### src/sv/rgi_pkg.sv
// ----------------------------------------------------------------------------
// rgi_pkg
// Shared types and constants for the readability grade index block.
// ----------------------------------------------------------------------------
package rgi_pkg;

    localparam int COUNT_WIDTH = 16;

    localparam int CNT_W  = COUNT_WIDTH;
    localparam int PA_W   = 2 * CNT_W;
    localparam int MB_W   = (CNT_W > 12) ? CNT_W : 12;
    localparam int PROD_W = PA_W + MB_W;
    localparam int VAL_W  = 2 * CNT_W + 12;

    localparam int GRADE_W = 4;

    localparam logic [MB_W-1:0] K_CHARS = MB_W'(471);
    localparam logic [MB_W-1:0] K_WORDS = MB_W'(50);
    localparam logic [MB_W-1:0] K_STEP  = MB_W'(100);
    localparam logic [MB_W-1:0] K_BASE  = MB_W'(2243);

    localparam logic [GRADE_W-1:0] GRADE_MAX = GRADE_W'(13);

    typedef struct packed {
        logic [7:0] text_byte;
        logic       end_of_text;
    } in_item_t;

    typedef struct packed {
        logic [GRADE_W-1:0] grade_index;
        logic               count_error;
        logic               count_saturated;
    } out_item_t;

    typedef struct packed {
        logic [CNT_W-1:0] chars;
        logic [CNT_W-1:0] words;
        logic [CNT_W-1:0] sents;
        logic             saturated;
    } counts_t;

    typedef struct packed {
        logic            en;
        logic [PA_W-1:0] a;
        logic [MB_W-1:0] b;
    } mul_req_t;

endpackage

### src/sv/rgi_counters.sv
// ----------------------------------------------------------------------------
// rgi_counters
// Classifies each text byte and keeps the saturating character, word and
// sentence counters together with the sticky saturation flag.
// ----------------------------------------------------------------------------
module rgi_counters (
    input  logic             clk,
    input  logic             rst_n,
    input  logic             accept,
    input  logic [7:0]       text_byte,
    input  logic             clear,
    output rgi_pkg::counts_t counts
);
    import rgi_pkg::*;

    logic [CNT_W-1:0] chars_reg, chars_next;
    logic [CNT_W-1:0] words_reg, words_next;
    logic [CNT_W-1:0] sents_reg, sents_next;
    logic             sat_reg, sat_next;
    logic             is_alnum, is_space, is_mark;

    localparam logic [CNT_W-1:0] CNT_MAX = '1;

    always_comb
    begin
        is_alnum = ((text_byte >= 8'h61) && (text_byte <= 8'h7A)) ||
                   ((text_byte >= 8'h41) && (text_byte <= 8'h5A)) ||
                   ((text_byte >= 8'h30) && (text_byte <= 8'h39));
        is_space = (text_byte == 8'h20);
        is_mark  = (text_byte == 8'h2E) || (text_byte == 8'h3F) ||
                   (text_byte == 8'h21);
    end

    always_comb
    begin
        chars_next = chars_reg;
        words_next = words_reg;
        sents_next = sents_reg;
        sat_next   = sat_reg;
        if (clear)
        begin
            chars_next = '0;
            words_next = '0;
            sents_next = '0;
            sat_next   = 1'b0;
        end
        else if (accept)
        begin
            if (is_alnum)
            begin
                if (chars_reg == CNT_MAX)
                    sat_next = 1'b1;
                else
                    chars_next = chars_reg + CNT_W'(1);
            end
            else if (is_space)
            begin
                if (words_reg == CNT_MAX)
                    sat_next = 1'b1;
                else
                    words_next = words_reg + CNT_W'(1);
            end
            else if (is_mark)
            begin
                if (sents_reg == CNT_MAX)
                    sat_next = 1'b1;
                else
                    sents_next = sents_reg + CNT_W'(1);
            end
        end
    end

    always_ff @(posedge clk or negedge rst_n)
    begin
        if (!rst_n)
        begin
            chars_reg <= '0;
            words_reg <= '0;
            sents_reg <= '0;
            sat_reg   <= 1'b0;
        end
        else
        begin
            chars_reg <= chars_next;
            words_reg <= words_next;
            sents_reg <= sents_next;
            sat_reg   <= sat_next;
        end
    end

    assign counts.chars     = chars_reg;
    assign counts.words     = words_reg;
    assign counts.sents     = sents_reg;
    assign counts.saturated = sat_reg;

endmodule

### src/sv/rgi_mul_unit.sv
// ----------------------------------------------------------------------------
// rgi_mul_unit
// Shared multiplier with a registered product, issued once per cycle by the
// sequencer.
// ----------------------------------------------------------------------------
module rgi_mul_unit (
    input  logic                      clk,
    input  rgi_pkg::mul_req_t         req,
    output logic [rgi_pkg::PROD_W-1:0] product
);
    import rgi_pkg::*;

    logic [PROD_W-1:0] prod_reg;

    always_ff @(posedge clk)
    begin
        if (req.en)
            prod_reg <= PROD_W'(req.a) * PROD_W'(req.b);
    end

    assign product = prod_reg;

endmodule

### src/sv/rgi_seq.sv
// ----------------------------------------------------------------------------
// rgi_seq
// Sequencer that builds the grade terms on the shared multiplier, walks the
// grade thresholds with one compare and add per cycle, and holds the result.
// ----------------------------------------------------------------------------
module rgi_seq (
    input  logic                       clk,
    input  logic                       rst_n,
    input  logic                       last_accept,
    input  rgi_pkg::counts_t           counts,
    input  logic [rgi_pkg::PROD_W-1:0] product,
    output rgi_pkg::mul_req_t          mul_req,
    output logic                       idle,
    output logic                       clear,
    output logic                       out_valid,
    input  logic                       out_ready,
    output rgi_pkg::out_item_t         out_item
);
    import rgi_pkg::*;

    typedef enum logic [10:0] {
        S_IDLE  = 11'b00000000001,
        S_CS    = 11'b00000000010,
        S_CS471 = 11'b00000000100,
        S_WW    = 11'b00000001000,
        S_WW50  = 11'b00000010000,
        S_WS    = 11'b00000100000,
        S_WS100 = 11'b00001000000,
        S_BASE  = 11'b00010000000,
        S_LOAD  = 11'b00100000000,
        S_CMP   = 11'b01000000000,
        S_DONE  = 11'b10000000000
    } state_t;

    state_t             state_reg, state_next;
    logic [VAL_W-1:0]   lhs_reg, lhs_next;
    logic [VAL_W-1:0]   thr_reg, thr_next;
    logic [VAL_W-1:0]   step_reg, step_next;
    logic [PA_W-1:0]    ws_reg, ws_next;
    logic [GRADE_W-1:0] grade_reg, grade_next;
    logic [GRADE_W-1:0] k_reg, k_next;
    logic               err_reg, err_next;
    logic               valid_reg, valid_next;
    out_item_t          item_reg, item_next;
    logic               load_out;

    always_comb
    begin
        state_next = state_reg;
        lhs_next   = lhs_reg;
        thr_next   = thr_reg;
        step_next  = step_reg;
        ws_next    = ws_reg;
        grade_next = grade_reg;
        k_next     = k_reg;
        err_next   = err_reg;
        mul_req.en = 1'b0;
        mul_req.a  = '0;
        mul_req.b  = '0;
        load_out   = 1'b0;
        case (state_reg)
            S_IDLE:
            begin
                if (last_accept)
                    state_next = S_CS;
            end
            S_CS:
            begin
                grade_next = '0;
                if ((counts.words == '0) || (counts.sents == '0))
                begin
                    err_next   = 1'b1;
                    state_next = S_DONE;
                end
                else
                begin
                    err_next   = 1'b0;
                    mul_req.en = 1'b1;
                    mul_req.a  = PA_W'(counts.chars);
                    mul_req.b  = MB_W'(counts.sents);
                    state_next = S_CS471;
                end
            end
            S_CS471:
            begin
                mul_req.en = 1'b1;
                mul_req.a  = product[PA_W-1:0];
                mul_req.b  = K_CHARS;
                state_next = S_WW;
            end
            S_WW:
            begin
                lhs_next   = product[VAL_W-1:0];
                mul_req.en = 1'b1;
                mul_req.a  = PA_W'(counts.words);
                mul_req.b  = MB_W'(counts.words);
                state_next = S_WW50;
            end
            S_WW50:
            begin
                mul_req.en = 1'b1;
                mul_req.a  = product[PA_W-1:0];
                mul_req.b  = K_WORDS;
                state_next = S_WS;
            end
            S_WS:
            begin
                lhs_next   = lhs_reg + product[VAL_W-1:0];
                mul_req.en = 1'b1;
                mul_req.a  = PA_W'(counts.words);
                mul_req.b  = MB_W'(counts.sents);
                state_next = S_WS100;
            end
            S_WS100:
            begin
                ws_next    = product[PA_W-1:0];
                mul_req.en = 1'b1;
                mul_req.a  = product[PA_W-1:0];
                mul_req.b  = K_STEP;
                state_next = S_BASE;
            end
            S_BASE:
            begin
                step_next  = product[VAL_W-1:0];
                mul_req.en = 1'b1;
                mul_req.a  = ws_reg;
                mul_req.b  = K_BASE;
                state_next = S_LOAD;
            end
            S_LOAD:
            begin
                thr_next   = product[VAL_W-1:0];
                k_next     = '0;
                state_next = S_CMP;
            end
            S_CMP:
            begin
                if (lhs_reg >= thr_reg)
                    grade_next = grade_reg + GRADE_W'(1);
                thr_next = thr_reg + step_reg;
                k_next   = k_reg + GRADE_W'(1);
                if (k_reg == GRADE_MAX - GRADE_W'(1))
                    state_next = S_DONE;
            end
            S_DONE:
            begin
                if (!valid_reg || out_ready)
                begin
                    load_out   = 1'b1;
                    state_next = S_IDLE;
                end
            end
            default:
            begin
                state_next = S_IDLE;
            end
        endcase
    end

    always_comb
    begin
        valid_next = valid_reg;
        item_next  = item_reg;
        if (valid_reg && out_ready)
            valid_next = 1'b0;
        if (load_out)
        begin
            valid_next                = 1'b1;
            item_next.grade_index     = grade_reg;
            item_next.count_error     = err_reg;
            item_next.count_saturated = counts.saturated;
        end
    end

    always_ff @(posedge clk or negedge rst_n)
    begin
        if (!rst_n)
        begin
            state_reg <= S_IDLE;
            valid_reg <= 1'b0;
        end
        else
        begin
            state_reg <= state_next;
            valid_reg <= valid_next;
        end
    end

    always_ff @(posedge clk)
    begin
        lhs_reg   <= lhs_next;
        thr_reg   <= thr_next;
        step_reg  <= step_next;
        ws_reg    <= ws_next;
        grade_reg <= grade_next;
        k_reg     <= k_next;
        err_reg   <= err_next;
        item_reg  <= item_next;
    end

    assign idle      = (state_reg == S_IDLE);
    assign clear     = load_out;
    assign out_valid = valid_reg;
    assign out_item  = item_reg;

endmodule

### src/sv/readability_grade_index_top.sv
// ----------------------------------------------------------------------------
// readability_grade_index_top
// Automated Readability Index grade from a text byte stream.
// ----------------------------------------------------------------------------
// Ordinary bytes are taken one per cycle while the block is idle and only update the counters.
// A byte marked end_of_text starts a result computation, which goes straight
// to the result when the word or sentence count is zero; text_ready stays low
// meanwhile. The computation is seven products on the shared multiplier, one
// load step, a 13-step threshold compare and a final step to load the result.
// Reset clears all counters and the result slot.
module readability_grade_index_top (
    input  logic               clk,
    input  logic               rst_n,
    input  logic               text_valid,
    output logic               text_ready,
    input  rgi_pkg::in_item_t  text_item,
    output logic               grade_valid,
    input  logic               grade_ready,
    output rgi_pkg::out_item_t grade_item
);
    import rgi_pkg::*;

    counts_t           counts;
    mul_req_t          mul_req;
    logic [PROD_W-1:0] product;
    logic              accept;
    logic              idle;
    logic              clear;

    assign text_ready = idle;
    assign accept     = text_valid && idle;

    rgi_counters u_counters (
        .clk       (clk),
        .rst_n     (rst_n),
        .accept    (accept),
        .text_byte (text_item.text_byte),
        .clear     (clear),
        .counts    (counts)
    );

    rgi_mul_unit u_mul (
        .clk     (clk),
        .req     (mul_req),
        .product (product)
    );

    rgi_seq u_seq (
        .clk         (clk),
        .rst_n       (rst_n),
        .last_accept (accept && text_item.end_of_text),
        .counts      (counts),
        .product     (product),
        .mul_req     (mul_req),
        .idle        (idle),
        .clear       (clear),
        .out_valid   (grade_valid),
        .out_ready   (grade_ready),
        .out_item    (grade_item)
    );

endmodule

### config.mk
export PLATFORM = sky130hd
export DESIGN_NAME = readability_grade_index_top
export DESIGN_NICKNAME = d
export VERILOG_FILES = /design/src/sv/rgi_pkg.sv /design/src/sv/rgi_counters.sv /design/src/sv/rgi_mul_unit.sv /design/src/sv/rgi_seq.sv /design/src/sv/readability_grade_index_top.sv
export SDC_FILE = /design/constraint.sdc
export NUM_CORES = 2
export LEC_CHECK = 0
export ABC_CLOCK_PERIOD_IN_PS = 16600
export BUFFER_PORTS_ARGS = -buffer_cell sky130_fd_sc_hd__buf_2
export CAP_MARGIN = 0
export CORE_ASPECT_RATIO = 0.5
export CORE_MARGIN = 2
export CORE_UTILIZATION = 42
export CTS_BUF_LIST = sky130_fd_sc_hd__clkbuf_4
export DETAILED_ROUTE_END_ITERATION = 6
export GPL_TIMING_DRIVEN = 0
export SKIP_LAST_GASP = 1
export SLEW_MARGIN = 30
export SYNTH_ARGS = -nofsm -noshare
export SYNTH_HDL_FRONTEND = slang
export SYNTH_HIERARCHICAL = 1
export SYNTH_SLANG_ARGS = --single-unit
### constraint.sdc
create_clock -name clk -period 16.6 [get_ports clk]
set_input_delay 2.49 -clock clk [delete_from_list [all_inputs] [get_ports clk]]
set_output_delay 2.49 -clock clk [all_outputs]
set_load 0.02 [all_outputs]
==> results.py <==
metrics = {
    "cts": {
        "clk_latency_ns": 0.80,
        "cts_made_buffers": 85,
        "cts_resized": 0,
        "cts_sinks": 284,
        "ctsLongestPathBuffers": 3,
        "root_buffer": "clkbuf_4",
        "cts_hold_buf": 0,
        "htree_levels": 3,
        "cts_tree": "built",
        "cts_setup_buffers": 0,
        "clk_pin_slew_ns": 0.06,
    },
    "detailed_routing": {
        "wirelength_um": 101000,
        "routedWlPerCell_um": 20.9,
        "drcViolationCount": 0,
        "viasPerCell": 5.58,
        "drtPass1Iterations": 6,
        "postRouteAntennaNets": 0,
        "dr.first_iter.drc_count": 2935,
        "dr_total_vias": 27000,
    },
    "timing": {
        "rsz0062_at_grt": "no",
        "setup_violations": 0,
        "hold_viol": 0,
        "slew_violations": 0,
        "fin_skew_ns": 0.0647,
        "tns_ns": 0,
        "max_slew_margin": 0.341,
        "timing.final.crit_period_ns": 10.31,
        "worst_pin_slew_ns": 0.989,
        "clock.fmax_mhz": 97.0,
        "period_share": 0.621,
    },
    "setup_path": {
        "crit_path_start_kind": "register",
        "cp_data_required_time_ns": 17.13,
        "crit_buf_inv": 7,
        "end_kind": "register",
        "crit_fanout": 10,
        "setup.worst_path.class": "register to register",
        "crit_arrival_ns": 10.83,
        "path_delay_family": "adder cells",
        "cpPeakStageDelay_ns": 0.79,
        "crit_top_cell": "fa_1",
        "critPathSlowestCell": "clkbuf_1",
    },
    "final_layout": {
        "final_nets": 4393,
        "drive_above_1_share": 0.0645,
        "design_area_um2": 36200,
        "layout_commonest_cell": "nand2_1",
        "area_growth_pct": 7.87,
        "final_cell_mix": "546 x nand2_1, 540 x inv_1, 418 x fa_1",
    },
    "placement": {
        "dp_hpwl_um": 81400,
        "place_area_um2": 35100,
        "numPortBuffers": 20,
        "routabilityCongestion": 0.969,
    },
    "floorplanning": {
        "fp.dieH_um": 204,
        "core_um2": 79300,
        "io_pins": 21,
        "die-area_um2": 82400,
        "rows": 73,
        "start_util": 0.424,
        "dieWidth_um": 404,
    },
    "job": {
        "drv_cap": 0,
    },
    "global_route": {
        "grt_start_max_net_pins": 48,
        "grt_pass1_wl_um": 159000,
        "antenna_found_initial": 1,
        "track_usage": 0.250,
        "grt_overflow": 0,
        "grt_pass1_vias": 27200,
    },
    "logic_synthesis": {
        "syn_nets": 4282,
        "post_synth.cell_area_avg_um2": 9.30,
        "netlist_area_um2": 33600,
        "netlist_instances": 3612,
        "yosys_warnings": 6,
    },
    "power_and_ir_drop": {
        "p_leak_nw": 16.4,
        "power_density_nw_per_um2": 41.5,
        "p_total_mw": 1.50,
        "ir_drop_mv": 0.0353,
    },
    "status": {
        "status": "finished, final reports clean",
    },
    "hold_path": {
        "hp-class": "register to register",
    },
}
-- cell type report --
class | count | area [µm²]
Fill cell | 7704 | 43100
Multi-Input combinational cell | 2617 | 22700
Sequential cell | 284 | 8220
Inverter | 541 | 2030
Tap cell | 1050 | 1310
Clock buffer | 126 | 946
Buffer | 170 | 688
Timing Repair Buffer | 24 | 205
Clock inverter | 23 | 144
Antenna cell | 4 | 10.0
-- report_power, final --
part	internal [mW]	switching [mW]	leakage [nW]	total, mW
Combinational	0.0161	0.0219	12.4	0.0380
Clock	0.376	0.313	0.656	0.688
Sequential	0.766	0.0110	3.37	0.777
-- through the flow --
stage	instances	hold WS (ns)	utilization	worst slack [ns]
after global placement	4682	0.403	0.441	4.41
final	4839	0.414	0.457	6.29
after CTS	4835	0.414	0.457	6.41
after detailed placement	4686	0.408	0.443	6.42
after global routing	4836	0.420	0.457	5.81
after floorplan	3612	0.400	-	7.51
-- metal layers --
metal / global-route usage / share of wire / up-vias / wire [µm]
met2: 0.369 / 0.42 / 1125 / 42400
met5: 0 / 0 / - / 0
li1: - / - / 12200 / -
met4: 0.0888 / 0.032 / 0 / 3270
met1: 0.368 / 0.46 / 13500 / 46700
met3: 0.0462 / 0.088 / 163 / 8930
-- worst reg2reg max path, delay by kind of cell (launching register included) --
family / cells / cell delay [ns]
buf+inv: 7 / 2.14
xor+xnor: 1 / 0.15
flops: 1 / 0.41
fa+ha+maj: 7 / 3.46
compound gates: 7 / 2.13
simple gates: 6 / 1.77
-- path summary, 6_finish.rpt --
path	slack (ns)	endpoint	start	depth (start not counted)
setup / recovery	6.29	u_mul/product[38]$_DFFE_PP_	u_seq/state_reg[3]$_DFFE_PN0P_	28
hold / removal	0.41	u_seq/out_item[1]$_DFFE_PP_	u_seq/err_reg$_DFFE_PP_	0
setup reg to reg	6.29	u_mul/product[38]$_DFFE_PP_	u_seq/state_reg[3]$_DFFE_PN0P_	28
hold reg to reg	0.41	u_seq/out_item[1]$_DFFE_PP_	u_seq/err_reg$_DFFE_PP_	0
max in group asynchronous	14.46	u_seq/state_reg[0]$_DFFE_PN1P_	rst_n	2
min in group asynchronous	1.55	u_counters/sents_reg[10]$_DFFE_PN0P_	rst_n	1
Power figures use the tool's default switching activity.
